--- config.mk ---
export PLATFORM = sky130hd
export DESIGN_NAME = stroke_modifier_state_machine
export DESIGN_NICKNAME = d
export VERILOG_FILES = /design/src/rtl/core/smsm_pkg.sv /design/src/rtl/core/smsm_step.sv /design/src/rtl/core/stroke_modifier_state_machine.sv
export SDC_FILE = /design/constraint.sdc
export NUM_CORES = 1
export LEC_CHECK = 0
export BUFFER_PORTS_ARGS = -buffer_cell sky130_fd_sc_hd__buf_2
export CAP_MARGIN = 25
export CORE_AREA = 2 2 56 58
export CTS_CLUSTER_SIZE = 10
export DETAILED_ROUTE_END_ITERATION = 8
export DIE_AREA = 0 0 58 60
export PLACE_DENSITY_LB_ADDON = 0.05
export REMOVE_ABC_BUFFERS = 1
export SLEW_MARGIN = 10
export SYNTH_ARGS = -nofsm -noshare
export SYNTH_HDL_FRONTEND = slang
export SYNTH_SLANG_ARGS = --single-unit
export TNS_END_PERCENT = 30
--- constraint.sdc ---
create_clock -name clk -period 2.03 [get_ports clk]
set_input_delay 0.3045 -clock clk [delete_from_list [all_inputs] [get_ports clk]]
set_output_delay 0.3045 -clock clk [all_outputs]
set_load 0.005 [all_outputs]
--- src/rtl/core/smsm_pkg.sv ---
`timescale 1ns / 1ps

package smsm_pkg;

  // modifier and class-set flags kept between strokes
  typedef struct packed {
    logic digit_set;
    logic shift;
    logic caps;
    logic ctrl;
    logic punct;
  } smsm_flags_t;

  typedef enum logic [1:0] {
    SET_LETTERS = 2'd0,
    SET_DIGITS  = 2'd1,
    SET_PUNCT   = 2'd2
  } smsm_class_set_t;

  // special stroke codes
  localparam logic [7:0] CODE_NONE      = 8'h00;
  localparam logic [7:0] CODE_SPACE     = 8'h41; // 'A'
  localparam logic [7:0] CODE_BACKSPACE = 8'h42; // 'B'
  localparam logic [7:0] CODE_NUM_LOCK  = 8'h4e; // 'N'
  localparam logic [7:0] CODE_CONTROL   = 8'h50; // 'P'
  localparam logic [7:0] CODE_NEWLINE   = 8'h52; // 'R'
  localparam logic [7:0] CODE_SHIFT     = 8'h53; // 'S'
  localparam logic [7:0] CODE_CAPS_LOCK = 8'h4c; // 'L'
  localparam logic [7:0] CODE_PERIOD    = 8'h2e; // '.'

  localparam logic [7:0] UPPER_FIRST = 8'h41; // 'A'
  localparam logic [7:0] UPPER_LAST  = 8'h5a; // 'Z'
  localparam logic [7:0] LOWER_FIRST = 8'h61; // 'a'
  localparam logic [7:0] LOWER_LAST  = 8'h7a; // 'z'

  localparam logic [7:0] CHAR_SPACE     = 8'h20;
  localparam logic [7:0] CHAR_BACKSPACE = 8'h08;
  localparam logic [7:0] CHAR_NEWLINE   = 8'h0a;
  localparam logic [7:0] CTRL_MASK      = 8'h1f;
  localparam logic [7:0] CASE_OFFSET    = 8'h20;

endpackage

--- src/rtl/core/smsm_step.sv ---
`timescale 1ns / 1ps

module smsm_step (
  input  logic [7:0]           class_code,
  input  logic                 no_match,
  input  logic                 stroke_empty,
  input  smsm_pkg::smsm_flags_t flags,
  output smsm_pkg::smsm_flags_t flags_next,
  output logic [7:0]           char_out
);
  import smsm_pkg::*;

  logic is_upper;
  logic is_lower;

  assign is_upper = (class_code >= UPPER_FIRST) && (class_code <= UPPER_LAST);
  assign is_lower = (class_code >= LOWER_FIRST) && (class_code <= LOWER_LAST);

  always_comb begin
    flags_next = flags;
    char_out   = 8'h00;
    if (stroke_empty) begin
      flags_next = flags;
    end else if (no_match) begin
      if (!flags.ctrl) begin
        flags_next.shift = 1'b0;
        flags_next.punct = 1'b0;
        flags_next.ctrl  = 1'b0;
      end
    end else begin
      case (class_code)
        CODE_NONE: begin
          flags_next = flags;
        end
        CODE_SPACE: begin
          char_out = CHAR_SPACE;
        end
        CODE_BACKSPACE: begin
          char_out = CHAR_BACKSPACE;
        end
        CODE_NEWLINE: begin
          char_out = CHAR_NEWLINE;
        end
        CODE_NUM_LOCK: begin
          flags_next.digit_set = ~flags.digit_set;
          flags_next.shift     = 1'b0;
          flags_next.punct     = 1'b0;
          flags_next.ctrl      = 1'b0;
        end
        CODE_CONTROL: begin
          flags_next.ctrl  = ~flags.ctrl;
          flags_next.shift = 1'b0;
          flags_next.punct = 1'b0;
        end
        CODE_SHIFT: begin
          flags_next.punct = 1'b0;
          flags_next.ctrl  = 1'b0;
          // shift, shift again for caps lock, shift once more to release
          if (flags.caps) begin
            flags_next.caps  = 1'b0;
            flags_next.shift = 1'b0;
          end else if (!flags.shift) begin
            flags_next.shift = 1'b1;
          end else begin
            flags_next.caps = 1'b1;
          end
        end
        CODE_CAPS_LOCK: begin
          flags_next.caps = ~flags.caps;
        end
        CODE_PERIOD: begin
          if (flags.punct) begin
            flags_next.punct = 1'b0;
            char_out         = CODE_PERIOD;
          end else begin
            flags_next.punct = 1'b1;
            flags_next.ctrl  = 1'b0;
            flags_next.shift = 1'b0;
          end
        end
        default: begin
          if (!is_upper) begin
            if (flags.ctrl) begin
              // control passes non-letters through untouched
              if (is_lower) begin
                char_out         = class_code & CTRL_MASK;
                flags_next.shift = 1'b0;
                flags_next.punct = 1'b0;
                flags_next.ctrl  = 1'b0;
              end else begin
                char_out = class_code;
              end
            end else begin
              if ((flags.caps ^ flags.shift) && is_lower) begin
                char_out = class_code - CASE_OFFSET;
              end else begin
                char_out = class_code;
              end
              flags_next.shift = 1'b0;
              flags_next.punct = 1'b0;
              flags_next.ctrl  = 1'b0;
            end
          end
        end
      endcase
    end
  end

endmodule

--- src/rtl/core/stroke_modifier_state_machine.sv ---
`timescale 1ns / 1ps
// result: registered; an accepted input transaction shows its result on out_* in the next cycle
// throughput: one stroke per cycle unless a result waits with out_tready low;
//   a waiting result does not block input if out_tready frees it in the same cycle
// reset (rst_n low, synchronous): all modifier flags clear, letters set selected,
//   no result pending

module stroke_modifier_state_machine (
  input  logic        clk,
  input  logic        rst_n,
  input  logic        in_tvalid,
  output logic        in_tready,
  input  logic [7:0]  in_tdata,  // [7:0] class_code
  input  logic [1:0]  in_tuser,  // [0] no_match, [1] stroke_empty
  output logic        out_tvalid,
  input  logic        out_tready,
  output logic [15:0] out_tdata  // [7:0] out_char, [9:8] next_class_set,
                                 // [10] caps_lock_on, [11] shift_pending,
                                 // [12] control_pending, [15:13] zero
);
  import smsm_pkg::*;

  smsm_flags_t     flags_r;
  smsm_flags_t     flags_nxt;
  logic [7:0]      char_nxt;
  smsm_class_set_t set_nxt;
  logic [15:0]     out_data_r;
  logic            out_valid_r;
  logic            in_accept;

  assign in_tready = !out_valid_r || out_tready;
  assign in_accept = in_tvalid && in_tready;

  smsm_step u_step (
    .class_code   (in_tdata),
    .no_match     (in_tuser[0]),
    .stroke_empty (in_tuser[1]),
    .flags        (flags_r),
    .flags_next   (flags_nxt),
    .char_out     (char_nxt)
  );

  always_comb begin
    if (flags_nxt.punct) begin
      set_nxt = SET_PUNCT;
    end else if (flags_nxt.digit_set) begin
      set_nxt = SET_DIGITS;
    end else begin
      set_nxt = SET_LETTERS;
    end
  end

  always_ff @(posedge clk) begin
    if (!rst_n) begin
      flags_r     <= '0;
      out_valid_r <= 1'b0;
    end else begin
      if (in_accept) begin
        flags_r     <= flags_nxt;
        out_valid_r <= 1'b1;
      end else if (out_tready) begin
        out_valid_r <= 1'b0;
      end
    end
  end

  // result payload, loaded with each accepted transaction
  always_ff @(posedge clk) begin
    if (in_accept) begin
      out_data_r <= {3'b000, flags_nxt.ctrl, flags_nxt.shift, flags_nxt.caps,
                     set_nxt, char_nxt};
    end
  end

  assign out_tvalid = out_valid_r;
  assign out_tdata  = out_data_r;

endmodule
==> out/qor.txt, run 1 <==
Outcome -> complete, no violations
Hold/Removal Path Class -> in2reg
Leak Pwr -> 0.7403 nW
Area delta synth->final -> 23.72%
Final Net Count -> 203
Sinks on Clock Net -> 19
Footprint of the multi-input gates -> 699.4 um2
Crit start category -> input port
Worst EP arrival -> 1990 ps
Setup Viol. Count Final -> 0
FF+latch count, synth -> 19
Peak Freq -> 524.7 MHz
Crit end category -> register
Row count -> 20
Final hold viol count -> 0
Worst R2R Path Depth -> 5
Ys async rst share -> 0%
PnR worst setup slack -> 124.1 ps
Die area -> 3480 um2
# port buffers -> 28
Post-Syn Area -> 1292 um2
Post-synth top area share -> 30.20%
Setup Fix Bufs, Post-CTS -> 0
Num CTS Buffers -> 3
DP Wirelength -> 2.431 mm
Post-route ant nets -> 0
Post-synth EDFFs -> 13
Worst vdd ir -> 0.3376 mV
Max Slew Vio Count -> 0
Synth top area cells -> edfxtp_1 (30%), dfxtp_1 (9.3%), a21oi_1 (3.9%)
Drt via density -> 5.578
Resized cells post-CTS -> 0
Pwr/cell area -> 486.6 nW/um2
Synth warn -> 0
DRT iter0 DRCs -> 41
Top-count cell post-synth -> edfxtp_1
Mapped Cells -> 141
Max_cap viols -> 0
GR Util All Layers -> 19.50%
Hold-fix buffers, CTS -> 0
Die Wd -> 58 um
Worst Path Required -> 2120 ps
Die span in y -> 60 um
RePlAce Congestion -> 0.8707
Post-synth top cells -> edfxtp_1 (13), a21oi_1 (10), nand2_1 (10)
Main synth FF type -> edfxtp_1
Diodes inserted -> 0
Vias in the first global route -> 1030
DP Worst Slack -> -203.9 ps
Slowest stage delay, CP -> 520 ps
Clock Skew -> 12.01 ps
Non-filler instance count after layout -> 218
DR vias -> 1216
Seq/Total Area, Yosys -> 39.50%
Share of layout cells above drive strength 1 -> 30.81%
H-tree Lvls -> 1
Worst Path Class, Setup -> in2reg
Worst Hold Path Cells -> 3
Initial Util -> 44.53%
Cells after DPL -> 214
Clock transition at path regs -> 120 ps
Unique masters post-synth -> 46
FF/Latch Area -> 510.5 um2
Post-layout util -> 55.09%
Remaining Overflow, GRT -> 0
Final wirelength -> 3.068 mm
CTS tree -> built
Min cycle time layout -> 1906 ps
Worst skew pair latency -> 310 ps
First drt pass iteration count -> 4
Io pins -> 32
CP max-delay cell -> or4_4
CTS root buffer -> clkbuf_4
Core area -> 2903 um2
Period utilisation layout -> 93.89%
Routed len/inst -> 14.07 um
Max Root-Sink Buffers -> 2
DRC viols -> 0
Initial antenna violation count -> 0
Fillers -> 273
Synth area leader -> edfxtp_1
Avg Inst Size Synth -> 9.167 um2
Worst path cell trace -> buf_2, or4_4, or2_0, a221o_1, a31o_1, a21o_1
Worst hold slack -> 247.5 ps
Largest net degree at the start of global routing -> 14
RSZ-0062 raised after global routing -> no
First-pass GRT wire length -> 5.023 mm
Worst-path fanout max -> 3
## where the power goes
part | total (mW) | internal [mW] | leakage (nW) | switching, mW
Sequential | 0.434 | 0.431 | 0.179 | 0.00343
Clock | 0.202 | 0.0737 | 0.0177 | 0.128
Combinational | 0.142 | 0.0646 | 0.544 | 0.0776
## final cells by class
class                           count  share of cell area, %
Multi-Input combinational cell    106                  43.74
Clock inverter                      1                 0.3130
Inverter                            8                  1.878
Timing Repair Buffer               48                  18.15
Tap cell                           33                  2.582
Sequential cell                    19                  31.92
Clock buffer                        3                  1.408
## placed cells by master (no fill, tap or decap), types with 3 or more instances in the layout
cell type	instances
nand4_1	5
and2_1	6
and4b_1	3
dfxtp_1	6
conb_1	3
a21o_1	6
nor2_1	9
inv_1	8
nand2_1	10
buf_2	28
edfxtp_1	13
a21oi_1	10
ha_1	3
clkbuf_4	3
nand3_1	4
a21boi_0	3
buf_4	20
and3_1	3
o21ai_0	4
## worst paths after layout
| kind | start | end | slack [ps] |
|---|---|---|---|
| setup reg to reg | flags_r[2] | out_tdata[5] | 540 |
| setup / recovery | in_tdata[3] | out_tdata[9] | 120 |
| hold / removal | in_tvalid | out_tvalid | 250 |
| hold reg to reg | flags_r[2] | flags_r[2] | 530 |
## metrics by stage
stage               TNS (ps)  power (mW)  area [um2]
finish                     0      0.7781        1599
global route               0      0.8097        1599
CTS                        0      0.7776        1599
detailed placement    -728.7      0.5852        1572
global placement      -545.2      0.5825        1572
floorplan             -10.33      0.5061        1240
## state kept, by name, summed over array words and instances, names as in the netlist
name and flops:
flags_r 5, out_tdata 13, out_tvalid 1
## routing by layer
layer	vias up	wire [um]	global-route usage [%]	part of all wire [%]
met5	-	0	0	0
met4	0	46	7.309	1.5
met3	5	157	2.814	5.1
met2	33	1432	30.68	47
met1	562	1432	27.19	47
li1	616	-	-	-
## cells by family (layout without fill, tap and decap cells)
kind of cell / Yosys count / after routing / share of synthesized area (%)
simple gates: 55 / 55 / 24.20
other cells: 1 / 3 / 0.2901
flops: 19 / 19 / 39.50
fa+ha+maj: 3 / 3 / 2.904
compound gates: 41 / 41 / 23.43
buf+inv: 18 / 60 / 6.969
xor+xnor: 4 / 4 / 2.711
## worst max-delay path, delay by kind of cell
family | cells | cell delay [ps]
compound gates | 3 | 820
buf+inv | 1 | 110
simple gates | 2 | 760
No activity file was read; power rests on OpenSTA's default activity.
==> run 2, diff against run 1 <==
--- a/config.mk
+++ b/config.mk
@@ -7,10 +7,10 @@
 export LEC_CHECK = 0
 export BUFFER_PORTS_ARGS = -buffer_cell sky130_fd_sc_hd__buf_2
 export CAP_MARGIN = 25
-export CORE_AREA = 2 2 56 58
+export CORE_AREA = 2 2 53 55
 export CTS_CLUSTER_SIZE = 10
 export DETAILED_ROUTE_END_ITERATION = 8
-export DIE_AREA = 0 0 58 60
+export DIE_AREA = 0 0 55 57
 export PLACE_DENSITY_LB_ADDON = 0.05
 export REMOVE_ABC_BUFFERS = 1
 export SLEW_MARGIN = 10
==> constraint.sdc (replaced) <==
create_clock -name clk -period 1.98 [get_ports clk]
set_input_delay 0.297 -clock clk [delete_from_list [all_inputs] [get_ports clk]]
set_output_delay 0.297 -clock clk [all_outputs]
set_load 0.005 [all_outputs]
==> out/qor.txt, run 2 (synthesis results as in run 1) <==
Worst path cell trace -> buf_2, or4_4, or2_0, a221o_1, a31o_1, a21o_1
Crit start category -> input port
Die span in y -> 57 um (-5.0%)
PnR worst setup slack -> 49.85 ps (-74.24 ps)
Row count -> 19 (-5.0%)
First drt pass iteration count -> 4 (unchanged)
Die Wd -> 55 um (-5.2%)
Period utilisation layout -> 97.48%
Crit end category -> register
RePlAce Congestion -> 0.8897 (+2.2%)
Most common cell after layout, fill and taps aside -> buf_2
Post-route ant nets -> 0 (unchanged)
GR Util All Layers -> 21.21% (+1.7 points)
Remaining Overflow, GRT -> 0 (unchanged)
Worst reg2reg path startpoint -> flags_r[2]
Worst EP arrival -> 1980 ps (about the same)
Worst R2R Path Depth -> 5 (unchanged)
Peak Freq -> 518.1 MHz
CTS tree -> built
Worst vdd ir -> 0.4452 mV (+32%)
Num CTS Buffers -> 3 (unchanged)
Max reg flops -> 13 (unchanged)
Setup Fix Bufs, Post-CTS -> 0 (unchanged)
Sinks on Clock Net -> 19 (unchanged)
Die area -> 3135 um2 (-9.9%)
Worst Path Required -> 2030 ps (-90 ps)
Pwr/cell area -> 487.2 nW/um2 (+0.13%)
Hold path startpoint -> in_tvalid
DP Wirelength -> 2.362 mm (-2.8%)
Diodes inserted -> 0 (unchanged)
Worst R2R Setup Slack -> 540 ps (about the same)
Hold EP -> out_tvalid
Setup Viol. Count Final -> 0 (unchanged)
Outcome -> complete, no violations
Leak Pwr -> 0.7528 nW (+1.7%)
Final hold viol count -> 0 (unchanged)
Worst-path fanout max -> 3 (unchanged)
# port buffers -> 28 (unchanged)
Final wirelength -> 2.902 mm (-5.4%)
DRC viols -> 0 (unchanged)
H-tree Lvls -> 1 (unchanged)
DR vias -> 1184 (-2.6%)
Non-filler instance count after layout -> 219 (+0.46%)
CP max-delay cell -> or4_4
Footprint of the multi-input gates -> 699.4 um2 (unchanged)
RSZ-0062 raised after global routing -> no
Slowest stage delay, CP -> 520 ps (about the same)
Vias in the first global route -> 1070 (+3.9%)
Max_cap viols -> 0 (unchanged)
Share of layout cells above drive strength 1 -> 31.38% (+0.57 points)
Worst Hold Path Cells -> 3 (unchanged)
Worst Path Class, Setup -> in2reg
Reg-to-Reg End -> out_tdata[5]
Largest net degree at the start of global routing -> 14 (unchanged)
Worst skew pair latency -> 300 ps (about the same)
Initial Util -> 49.43% (+4.9 points)
First-pass GRT wire length -> 4.864 mm (-3.2%)
Resized cells post-CTS -> 0 (unchanged)
Min cycle time layout -> 1930 ps
Final Net Count -> 206 (+1.5%)
Routed len/inst -> 13.25 um (-5.8%)
Hold/Removal Path Class -> in2reg
CTS root buffer -> clkbuf_4
DP Worst Slack -> -247.8 ps (-43.90 ps)
DRT iter0 DRCs -> 33 (-20%)
Io pins -> 32 (unchanged)
Max Root-Sink Buffers -> 2 (unchanged)
Clock transition at path regs -> 110 ps (about the same)
Area delta synth->final -> 25.17%
Max Slew Vio Count -> 0 (unchanged)
Fillers -> 252 (-7.7%)
Hold-fix buffers, CTS -> 0 (unchanged)
Clock Skew -> 14.67 ps (+2.661 ps)
FF/Latch Area -> 510.5 um2 (unchanged)
Crit. Startpoint -> in_tdata[3]
Initial antenna violation count -> 0 (unchanged)
Commonest non-fill, non-tap cells in the layout -> buf_2 (28), buf_4 (23), edfxtp_1 (13)
Drt via density -> 5.406 (-3.1%)
Core area -> 2615 um2 (-9.9%)
Cells after DPL -> 215 (+0.47%)
run 2: cell count changes in the layout (fill, tap and decap cells not counted):
| cell | previous run | this run |
|---|---|---|
| buf_4 | 20 | 23 |
| clkbuf_1 | 0 | 1 |
| clkinv_2 | 1 | 0 |
run 2: power by group:
group / leakage [nW] / switching, mW / total, mW / internal (mW)
Clock: 0.0150 / 0.115 / 0.193 / 0.0783
Combinational: 0.559 / 0.0805 / 0.150 / 0.0696
Sequential: 0.179 / 0.00322 / 0.445 / 0.442
run 2: worst max-delay path by stage:
stage                   end  slack [ps]  depth (start not counted)
6_report       out_tdata[9]          50                          6
3_3_place_gp   out_tdata[9]        -230                          6
4_1_cts        out_tdata[9]          50                          6
5_1_grt        out_tdata[9]           6                          6
3_5_place_dp   out_tdata[9]        -250                          6
2_1_floorplan  out_tdata[9]         -50                          5
run 2: through the flow:
step	hold WS, ps	util, %	setup TNS [ps]	instance area [um2]	power (mW)
global placement	498.4	60.86	-1057	1592	0.6001
floorplan	418.7	-	-52.83	1240	0.5189
CTS	255.8	61.87	0	1618	0.7938
global route	259.7	61.87	0	1618	0.8283
detailed placement	510.2	60.86	-1393	1592	0.6030
finish	258.8	61.87	0	1618	0.7883
run 2: worst max-delay path, delay by kind of cell:
| family | cells | cell delay, ps |
|---|---|---|
| and+or+nand+nor | 2 | 760 |
| AOI/OAI and AO/OA | 3 | 820 |
| buffers and inverters | 1 | 110 |
run 2: area by class of cell:
type                            count  share of cell area, %
Timing Repair Buffer               51                  19.33
Inverter                            8                  1.856
Tap cell                           31                  2.398
Sequential cell                    19                  31.55
Clock buffer                        4                  1.624
Multi-Input combinational cell    106                  43.23
run 2: metal layers:
| metal | wire length, um | global-route usage (%) | share of wire (%) | vias up |
|---|---|---|---|---|
| met5 | 0 | 0 | 0 | - |
| met4 | 29 | 5.575 | 1.0 | 0 |
| met3 | 108 | 3.403 | 3.7 | 4 |
| met2 | 1365 | 33.67 | 47 | 29 |
| met1 | 1399 | 29.80 | 48 | 536 |
| li1 | - | - | - | 615 |
